===== src/hdl/cbm_pkg.sv =====
// Package for the clipped box mean filter: sizing constants, register codes,
// controller state type and the divider stage record. No dependencies.
`timescale 1ns / 1ps
package cbm_pkg;

   localparam int MAX_RADIUS = 7;
   localparam int MAX_WIDTH  = 1024;
   localparam int MAX_HEIGHT = 1024;
   localparam int LINES      = 2 * MAX_RADIUS + 2;

   localparam int RAD_W    = 3;
   localparam int DIM_W    = 11;
   localparam int SAMPLE_W = 16;
   localparam int COL_W    = $clog2(MAX_WIDTH);
   localparam int ROW_W    = $clog2(MAX_HEIGHT);
   localparam int SLOT_W   = $clog2(LINES);
   localparam int ADDR_W   = $clog2(LINES * MAX_WIDTH);
   localparam int WIN_W    = $clog2(2 * MAX_RADIUS + 2);
   localparam int AREA_MAX = (2 * MAX_RADIUS + 1) * (2 * MAX_RADIUS + 1);
   localparam int CNT_W    = $clog2(AREA_MAX + 1);
   localparam int MAG_W    = $clog2(AREA_MAX * (2 ** (SAMPLE_W - 1)) + AREA_MAX);
   localparam int SUM_W    = MAG_W + 1;
   localparam int QUO_W    = SAMPLE_W;
   localparam int HI_W     = MAG_W - QUO_W;
   localparam int IDX_W    = 2;

   localparam logic [IDX_W-1:0] CSR_RADIUS     = 2'd0;
   localparam logic [IDX_W-1:0] CSR_MAP_WIDTH  = 2'd1;
   localparam logic [IDX_W-1:0] CSR_MAP_HEIGHT = 2'd2;

   localparam logic KIND_SAMPLE = 1'b0;

   typedef enum logic [2:0] {
      ST_IDLE,
      ST_CHECK,
      ST_READ,
      ST_FLUSH,
      ST_DIV,
      ST_WAIT,
      ST_OUT
   } state_type;

   typedef struct packed {
      logic             valid;
      logic [CNT_W-1:0] rem;
      logic [QUO_W-1:0] num;
      logic [QUO_W-1:0] quo;
      logic [CNT_W-1:0] den;
   } div_stage_type;

endpackage


===== src/hdl/cbm_div_cell.sv =====
// One cell of the restoring divider chain: settles one quotient bit and hands
// the partial remainder on. Depends on cbm_pkg.
`timescale 1ns / 1ps
module cbm_div_cell (
   input  logic                   clock,
   input  logic                   reset,
   input  cbm_pkg::div_stage_type stage_in,
   output cbm_pkg::div_stage_type stage_out
);
   import cbm_pkg::*;

   div_stage_type stage_ff;
   div_stage_type stage_in_n;
   logic [CNT_W:0] trial;
   logic           take;

   always_comb begin
      trial = {stage_in.rem, stage_in.num[QUO_W-1]};
      take  = trial >= {1'b0, stage_in.den};
      stage_in_n       = stage_in;
      stage_in_n.rem   = take ? CNT_W'(trial - {1'b0, stage_in.den}) : trial[CNT_W-1:0];
      stage_in_n.num   = {stage_in.num[QUO_W-2:0], 1'b0};
      stage_in_n.quo   = {stage_in.quo[QUO_W-2:0], take};
   end

   always_ff @(posedge clock) begin
      stage_ff <= stage_in_n;
      if (reset) begin
         stage_ff.valid <= 1'b0;
      end
   end

   assign stage_out = stage_ff;
endmodule


===== config.mk =====
export PLATFORM = sky130hd
export DESIGN_NAME = cbm_div_cell
export DESIGN_NICKNAME = d
export VERILOG_FILES = /design/src/hdl/cbm_pkg.sv /design/src/hdl/cbm_div_cell.sv
export SDC_FILE = /design/constraint.sdc
export NUM_CORES = 1
export LEC_CHECK = 0
export ABC_AREA = 1
export BUFFER_PORTS_ARGS = -buffer_cell sky130_fd_sc_hd__buf_4
export CAP_MARGIN = 20
export CORE_MARGIN = 4
export CORE_UTILIZATION = 45
export CTS_CLUSTER_DIAMETER = 30
export DETAILED_ROUTE_END_ITERATION = 10
export HOLD_SLACK_MARGIN = 0.15
export PLACE_DENSITY = 0.84
export SYNTH_ARGS = -nofsm -noshare
export SYNTH_HDL_FRONTEND = slang
export SYNTH_SLANG_ARGS = --single-unit

===== constraint.sdc =====
create_clock -name clock -period 2.4 [get_ports clock]
set_input_delay 0.48 -clock clock [delete_from_list [all_inputs] [get_ports clock]]
set_output_delay 0.48 -clock clock [all_outputs]
set_load 0.03 [all_outputs]

# ---- Word level (Yosys, flattened, before mapping)
# Index checks and enable logic that the tools add are counted.
# Widths: inputs -> output; s select.
dict set report totals {
  register_bits 48
  word_cells 8
}
dict set report op_classes {
  n_addsub 1
  muxes 1
  magnitude_cmp 1
}
# cell n
set op_table {}
lappend op_table {{$ge 9x8->1} 1}
lappend op_table {{$mux 8} 1}
lappend op_table {{$sub 8x8->8} 1}

# ---- Depth between registers and ports, before layout
# Gate-level depths: netlist of run 1.
dict set report logic_depth {
  word_depth 2
  ltp_mapped 11
  mapped_depth_nobuf 11
}

# ---- Least setup slack after synthesis of run 1
# OpenSTA, ideal clock, no wires.
dict set report synth_path {
  kind {in2reg}
  startpoint {in stage_in[2] in the netlist's numbering}
  endpoint {reg stage_ff, in the netlist stage_out[47]}
  t_arrival_ns 1.537
  setup_ns 0.111
  required_ns 2.289
  setup_slack_ns 0.751
  n_path_buf 0
  path_stages 9
  path_cell_list {inv_1 -> ha_1 -> or2_4 -> nand3_2 -> nand2_2 -> nand2_4 -> nand2_8 -> nand2_2 -> nand2_2}
}
# item line_no
set synth_rtl {}
lappend synth_rtl {{start: declaration} cbm_div_cell.sv:7} ;# input cbm_pkg::div_stage_type stage_in,
lappend synth_rtl {{end signal: assignment} cbm_div_cell.sv:27} ;# stage_ff <= stage_in_n;
lappend synth_rtl {{end: declaration} cbm_div_cell.sv:12} ;# div_stage_type stage_ff;

==> out/metrics.yaml, run 1 <==
status: "finished, final reports clean"
yosys_warnings: 0
rsz0062_at_grt: "no"
synthMuxAreaShare_pct: 0
slowest_delay_ns: 0.35
wl_per_cell_um: 12.8
clock_path_buffers: 2
syn_nets: 220
synth_compound_area_share_pct: 0.620
grt_pass1_wl_um: 5710
drive_gt1_share_pct: 49.4
clk_pin_slew_ns: 0.13
antenna_left: 0
overflow: 0
synth_area_per_cell_um2: 10.1
die_x_um: 67.9
clock-sinks: 48
utilization_pct: 72.1
wl_um: 3940
cts_hold_buf: 0
grt_max_degree: 15
die-area_um2: 4610
core_area_um2: 3390
critPathRequiredTime_ns: 2.65
root_buffer: "clkbuf_4"
crit_path_start_kind: "input port"
antenna_found_initial: 0
finalCritPeriodShare_pct: 64.9
fmax_mhz: 642
cp_top_family: "simple AND/OR/NAND/NOR gates"
htreeDepth: 2
power_uw: 1670
synth_top_family_by_area: "simple AND/OR/NAND/NOR gates"
drv_slew: 0
cts_tree: "built"
crit_fanout: 9
cpMaxStageDelayCell: "ha_1"
synth_xor_area_share_pct: 1.63
place.gp.congestion: 0.776
drv_cap: 0
die_h_um: 67.9
largest_register_ffs: 48
yosys.area_share.simple_pct: 24.5
seq_area_frac_synth_pct: 59.5
place_area_um2: 2390
crit_top_cell: "nand2_1"
syn_area_um2: 1610
layout.nets: 323
syn_to_final_growth_pct: 51.3
initialDrtViolationCount: 57
setup_ws_ns: 0.843
place_ws_ns: 0.481
setup_viol: 0
vias_per_cell: 4.29
hp-class: "input port to flip-flop"
n_antenna_cell: 0
rows: 21
cts_buffers: 5
fin_area_um2: 2440
finalHoldViolations: 0
nFillCells: 247
portBuffers: 97
synthAdderAreaFrac_pct: 7.44
worstPathArrival_ns: 1.80
end_kind: "flip-flop"
leakage_uw: 0.00130
fin_setup_tns_ns: 0
peakVddDrop_mv: 0.338
post_cts_buffers: 0
dp_hpwl_um: 3220
firstDrtPassIters: 4
critical_path_class: "input port to flip-flop"
cts_resized: 0
min_period_ns: 1.56
grt_pass1_vias: 1175
drcViolationCount: 0
synth-seq-cells: 48
num_vias: 1325
power-per-cell-area_nw_per_um2: 682
cp_cell_sequence: "buf_4, inv_1, ha_1, nand2_1, nand2_1, nand2_1, nand2_2, nor2_4, nand2_8, nand2_2, nand2_1"
synthCells: 160
synth.distinct_cells: 22
io_pins: 100
globalRouteTotalUtil_pct: 17.2
critPathBufInv: 2
start_util_pct: 47.6
-- synth_stat cells (all sizes together) --
master / number / area share [%]
fa: 1 / 1.2
buf: 1 / 0.47
nand4: 1 / 0.39
nand2: 45 / 14
ha: 8 / 6.2
dfxtp: 48 / 60
nand3: 15 / 5.0
inv: 22 / 5.1
nor2: 9 / 3.6
or2: 2 / 1.1
xnor2: 2 / 1.1
xor2: 1 / 0.54
clkinv: 2 / 0.47
conb: 1 / 0.23
a21oi: 2 / 0.62
-- logic make-up after synthesis --
kind of cell | after synthesis
xor+xnor | 3
buf+inv | 25
compound gates | 2
other cells | 1
simple gates | 72
flops | 48
fa+ha+maj | 9
-- cell type report --
type	instances	area, um2	area share, %
repair buffers	97	728	29.8
flip-flops and latches	48	961	39.3
inverters	24	90.1	3.69
clock buffers	5	37.5	1.54
multi-input cells	87	556	22.7
clock inverters	2	12.5	0.512
well taps	46	57.6	2.36
-- final timing paths --
check / start / end / slack, ns / cells after the start
min: stage_in[12] / stage_out[13] / 0.23 / 1
max: stage_in[6] / stage_out[41] / 0.84 / 11
-- routing by layer --
layer / GRT usage, % / vias to the layer above / share of wire, %
li1: - / 693 / -
met1: 19.0 / 566 / 38
met2: 29.6 / 62 / 48
met3: 6.08 / 4 / 12
met4: 7.44 / 0 / 1.5
met5: 0 / - / 0
-- cells in the final DEF, fill, tap and decap left out, types with 3 or more instances in the layout --
master,count
ha_1,8
nand3_1,14
inv_1,21
dfxtp_1,48
buf_4,97
clkbuf_4,5
nor2_4,3
nor2_1,5
nand2_1,27
nand2_2,16
-- per-stage QoR --
| step | cells | hold WS [ns] |
|---|---|---|
| floorplan | 160 | 0.508 |
| global placement | 302 | 0.584 |
| detailed placement | 302 | 0.586 |
| CTS | 309 | 0.218 |
| global route | 309 | 0.206 |
| finish | 309 | 0.233 |
-- where the power goes --
part           leakage [uW]  internal [uW]  switching (uW)  total, uW
Clock             0.0000271            107             233        341
Combinational      0.000867            189             262        451
Sequential         0.000405            858            16.2        875
Total               0.00130           1150             512       1670
Note: power is estimated with default switching activity, not from simulation.
==> inputs of run 2 (changes only) <==
--- a/config.mk
+++ b/config.mk
@@ -5,15 +5,15 @@
 export SDC_FILE = /design/constraint.sdc
 export NUM_CORES = 1
 export LEC_CHECK = 0
-export ABC_AREA = 1
+export ABC_AREA = 0
 export BUFFER_PORTS_ARGS = -buffer_cell sky130_fd_sc_hd__buf_4
 export CAP_MARGIN = 20
 export CORE_MARGIN = 4
-export CORE_UTILIZATION = 45
+export CORE_UTILIZATION = 41
 export CTS_CLUSTER_DIAMETER = 30
 export DETAILED_ROUTE_END_ITERATION = 10
 export HOLD_SLACK_MARGIN = 0.15
-export PLACE_DENSITY = 0.84
+export PLACE_DENSITY = 0.78
 export SYNTH_ARGS = -nofsm -noshare
 export SYNTH_HDL_FRONTEND = slang
 export SYNTH_SLANG_ARGS = --single-unit
==> constraint.sdc (replaced) <==
create_clock -name clock -period 1.6 [get_ports clock]
set_input_delay 0.32 -clock clock [delete_from_list [all_inputs] [get_ports clock]]
set_output_delay 0.32 -clock clock [all_outputs]
set_load 0.03 [all_outputs]
==> run 2 against run 1 <==
The flow now finishes with violations (setup timing). Cell count increased by 4.9%. Sequential cell count stayed put. Sequential share of layout area shrank 8.4 points. Total power grew 93%. Critical endpoint is now stage_out[45]. Critical path depth decreased by 3. Critical path type unchanged. Hold slack got worse by 0.072 ns. Clock power grew to 2.7 times the previous value. Combinational power grew 110%. Largest power group unchanged. Setup slack got worse by 0.96 ns.
==> out/metrics.yaml, run 2 <==
synth_area_leaders: "dfxtp_1, ha_1, mux2_4"
num_vias: 1617
clock_path_buffers: 2
critical_path_class: "input port to flip-flop"
drv_cap: 0
yosysTopAreaCell: "dfxtp_1"
core_area_um2: 3440
utilization_pct: 90.3
cp_top_family: "compound AO/OA/AOI/OAI gates"
setup_ws_ns: -0.117
hp-class: "input port to flip-flop"
htreeDepth: 2
yosys_warnings: 0
crit_path_start_kind: "input port"
antenna_found_initial: 0
cpMaxStageDelayCell: "a2111oi_2"
synth_top_cell_area_share_pct: 63.3
cts_tree: "built"
critPathRequiredTime_ns: 1.80
die_x_um: 68.8
final_cell_mix: "buf_4, dfxtp_1, dlygate4sd3_1, inv_1, ha_4"
synthCells: 117
slowest_delay_ns: 0.32
crit_fanout: 3
power_uw: 3210
violations: "setup timing"
synth-main-ff-cell: "dfxtp_1"
nFillCells: 133
clock-sinks: 48
portBuffers: 97
wl_per_cell_um: 20.6
cts_buffers: 5
start_util_pct: 44.1
clk_pin_slew_ns: 0.09
rows: 21
synth-seq-cells: 48
worstPathArrival_ns: 1.92
overflow: 0
firstDrtPassIters: 4
end_kind: "flip-flop"
globalRouteTotalUtil_pct: 29.3
fmax_mhz: 582
die-area_um2: 4740
synth-async-reset-ratio_pct: 0
crit_start: "stage_in[6]"
whs_ns: 0.162
setup_viol: 8
io_pins: 100
dp.cells: 276
place_area_um2: 2460
layout.nets: 337
antenna_left: 0
finalCritPeriodShare_pct: 107
wl_um: 6680
largest_register_ffs: 48
syn_to_final_growth_pct: 105
syn_area_um2: 1520
cp_cell_sequence: "buf_8, inv_6, ha_4, a21o_1, a2111oi_2, o21a_1, buf_6, mux2_4"
die_h_um: 68.8
final_common_cell: "buf_4"
status: "complete, but fails checks"
drcViolationCount: 0
power-per-cell-area_nw_per_um2: 1030
finalHoldViolations: 0
seq_area_frac_synth_pct: 63.3
grt_pass1_wl_um: 9530
grt_max_degree: 16
fin_area_um2: 3110
initialDrtViolationCount: 81
peakVddDrop_mv: 0.607
synth.distinct_cells: 31
min_period_ns: 1.72
place.gp.congestion: 0.834
critPathBufInv: 3
root_buffer: "clkbuf_8"
dp_hpwl_um: 3480
final_cells: 324
synth-edff-count: 0
leakage_uw: 0.00148
syn_nets: 177
n_antenna_cell: 0
grt_pass1_vias: 1741
synth_area_per_cell_um2: 13.0
yosysMostFrequentCell: "dfxtp_1"
synth_commonest_cells: "dfxtp_1, inv_1, ha_1"
hp-start: "reset"
rsz0062_at_grt: "yes"
vias_per_cell: 4.99
drive_gt1_share_pct: 56.8
drv_slew: 0
run 2: cell count changes after synthesis, sizes merged, moves of 5 or more:
| cell | previous run | this run |
|---|---|---|
| mux2 | 0 | 6 |
| nor2 | 9 | 4 |
| inv | 22 | 12 |
| nand2 | 45 | 1 |
| nand3 | 15 | 2 |
run 2: what timing repair did:
item                       4_1_cts  5_1_grt
resized for setup               20        6
hold endpoints to repair        37        0
setup endpoints to repair        8        8
pin swaps                       11        1
hold buffers                    37        0
setup buffers                    3        0
run 2: kinds of logic after synthesis:
family,synth area share (%)
DFF,63.3
AOI/OAI and AO/OA,9.15
and+or+nand+nor,5.44
buffers and inverters,4.95
adders and majority gates,7.91
muxes,7.26
xor gates and xnor gates,1.73
other,0.247
run 2: metrics by stage:
step                setup TNS [ns]  worst slack [ns]
finish                      -0.710            -0.117
global route                -0.805            -0.135
floorplan                    -1.67            -0.261
detailed placement           -3.75            -0.506
global placement             -3.27            -0.465
CTS                         -0.238           -0.0395
run 2: final cells by class:
type	instances	area [um2]	area share (%)
timing repair buffer	156	1290	41.5
sequential	48	961	30.9
multi-input combinational	54	614	19.8
clock buffer	6	82.6	2.66
inverter	12	62.6	2.01
tap	46	57.6	1.85
clock inverter	2	38.8	1.25
run 2: metal layers:
metal / track usage, % / wire length (um)
met1: 30.4 / 2350
met2: 52.9 / 3320
met3: 9.72 / 757
met4: 13.6 / 257
met5: 0 / 0
run 2: where the power goes:
group / internal [uW] / switching, uW
registers: 1290 / 34.1
logic: 476 / 479
clock network: 511 / 423
total: 2280 / 936
run 2: worst paths after layout:
| check | slack [ns] | to | depth (start not counted) |
|---|---|---|---|
| hold / removal | 0.16 | stage_out[48] | 2 |
| setup / recovery | -0.12 | stage_out[45] | 8 |
==> inputs of run 3 (changes only) <==
--- a/config.mk
+++ b/config.mk
@@ -8,12 +8,14 @@
 export ABC_AREA = 0
 export BUFFER_PORTS_ARGS = -buffer_cell sky130_fd_sc_hd__buf_4
 export CAP_MARGIN = 20
+export CELL_PAD_IN_SITES_DETAIL_PLACEMENT = 0
+export CELL_PAD_IN_SITES_GLOBAL_PLACEMENT = 1
 export CORE_MARGIN = 4
-export CORE_UTILIZATION = 41
+export CORE_UTILIZATION = 30
 export CTS_CLUSTER_DIAMETER = 30
 export DETAILED_ROUTE_END_ITERATION = 10
 export HOLD_SLACK_MARGIN = 0.15
-export PLACE_DENSITY = 0.78
+export PLACE_DENSITY_LB_ADDON = 0.1
 export SYNTH_ARGS = -nofsm -noshare
 export SYNTH_HDL_FRONTEND = slang
 export SYNTH_SLANG_ARGS = --single-unit
==> run 3 against run 2 <==
Routed wire length shrank 31%. Sequential power is essentially flat. Clock power shrank 2.2%. Non-clock buffer count grew 6. Total power shrank 1.7%. Critical path depth is the same. Final area grew 3.7%. Sequential share of layout area shrank 1.1 points. Sequential cell count is the same. The run still ends with setup timing left.
==> out/metrics.yaml, run 3 (synthesized netlist as in run 2, its figures left out) <==
status: "complete, but fails checks"
violations: "setup timing"
setup_viol: 6
final_common_cell: "buf_4"
place_area_um2: 2490
die-area_um2: 6260
io_pins: 100
cts_buffers: 5
initialDrtViolationCount: 37
critical_path_class: "input port to flip-flop"
nFillCells: 388
hp-class: "input port to flip-flop"
num_vias: 1422
min_period_ns: 1.67
vias_per_cell: 4.05
syn_to_final_growth_pct: 112
n_antenna_cell: 0
portBuffers: 97
htreeDepth: 2
layout.nets: 343
clock_path_buffers: 2
setup_ws_ns: -0.0683
wl_per_cell_um: 13.2
wl_um: 4620
finalHoldViolations: 0
leakage_uw: 0.00153
cp_cell_sequence: "buf_4, ha_4, fa_2, nor2b_2, o31a_1, nor4_1, a311o_1, mux2_4"
peakVddDrop_mv: 0.445
antenna_left: 0
root_buffer: "clkbuf_8"
grt_max_degree: 16
rows: 25
drive_gt1_share_pct: 58.5
die_h_um: 79.1
largest_register_ffs: 48
worstPathArrival_ns: 1.86
start_util_pct: 31.5
power_uw: 3160
firstDrtPassIters: 3
grt_pass1_vias: 1536
drv_slew: 0
end_kind: "flip-flop"
crit_fanout: 2
die_x_um: 79.1
slowest_delay_ns: 0.36
place_ws_ns: -0.488
crit_path_start_kind: "input port"
overflow: 0
drcViolationCount: 0
final_cell_mix: "buf_4, dfxtp_1, dlygate4sd3_1, ha_4"
crit_cells: 8
cts_tree: "built"
power-per-cell-area_nw_per_um2: 980
clk_pin_slew_ns: 0.09
rsz0062_at_grt: "yes"
place.gp.congestion: 0.809
finalCritPeriodShare_pct: 104
critPathBufInv: 1
grt_pass1_wl_um: 7140
fin_area_um2: 3220
dp_hpwl_um: 3220
cp_top_family: "adder cells"
antenna_found_initial: 0
fmax_mhz: 599
core_area_um2: 4820
globalRouteTotalUtil_pct: 14.7
hold_path_depth: 1
clock-sinks: 48
critPathRequiredTime_ns: 1.79
cpMaxStageDelayCell: "fa_2"
drv_cap: 0
==> run 3: cell type report <==
class	count	area (um2)	share of cell area [%]
Multi-Input combinational cell	54	653	20.3
Clock buffer	6	82.6	2.56
Timing Repair Buffer	162	1340	41.7
Inverter	12	60.1	1.86
Sequential cell	48	961	29.8
Tap cell	67	83.8	2.60
Clock inverter	2	38.8	1.20
==> run 3: final timing paths <==
kind | start | end
worst min-delay path | stage_in[1] | stage_out[1]
worst max-delay path | stage_in[0] | stage_out[46]
==> run 3: power breakdown <==
group / switching [uW] / leakage (uW) / internal (uW)
Combinational: 435 / 0.00106 / 494
Sequential: 25.4 / 0.000405 / 1290
Clock: 402 / 0.0000614 / 511
==> run 3: stage by stage <==
stage / hold WS (ns) / setup TNS (ns) / cells / util (%)
floorplan: 0.348 / -1.67 / 117 / -
global placement: 0.424 / -3.23 / 298 / 51.7
detailed placement: 0.426 / -3.44 / 298 / 51.7
CTS: 0.164 / -0.0431 / 348 / 65.1
global route: 0.156 / -0.400 / 351 / 66.9
finish: 0.167 / -0.214 / 351 / 66.9
==> run 3: layer usage <==
| metal | routed length [um] | vias to the layer above | track usage, % |
|---|---|---|---|
| met5 | 0 | - | 0 |
| met4 | 43 | 0 | 4.12 |
| met3 | 341 | 6 | 4.20 |
| met2 | 2330 | 62 | 25.4 |
| met1 | 1910 | 633 | 17.6 |
| li1 | - | 721 | - |
==> run 3: what timing repair did <==
item                       CTS  global route
hold endpoints to repair    37             0
gates resized for setup     19            14
setup endpoints to repair    8             8
setup buffers                5             3
pin swaps                   10             3
hold buffers                37             0
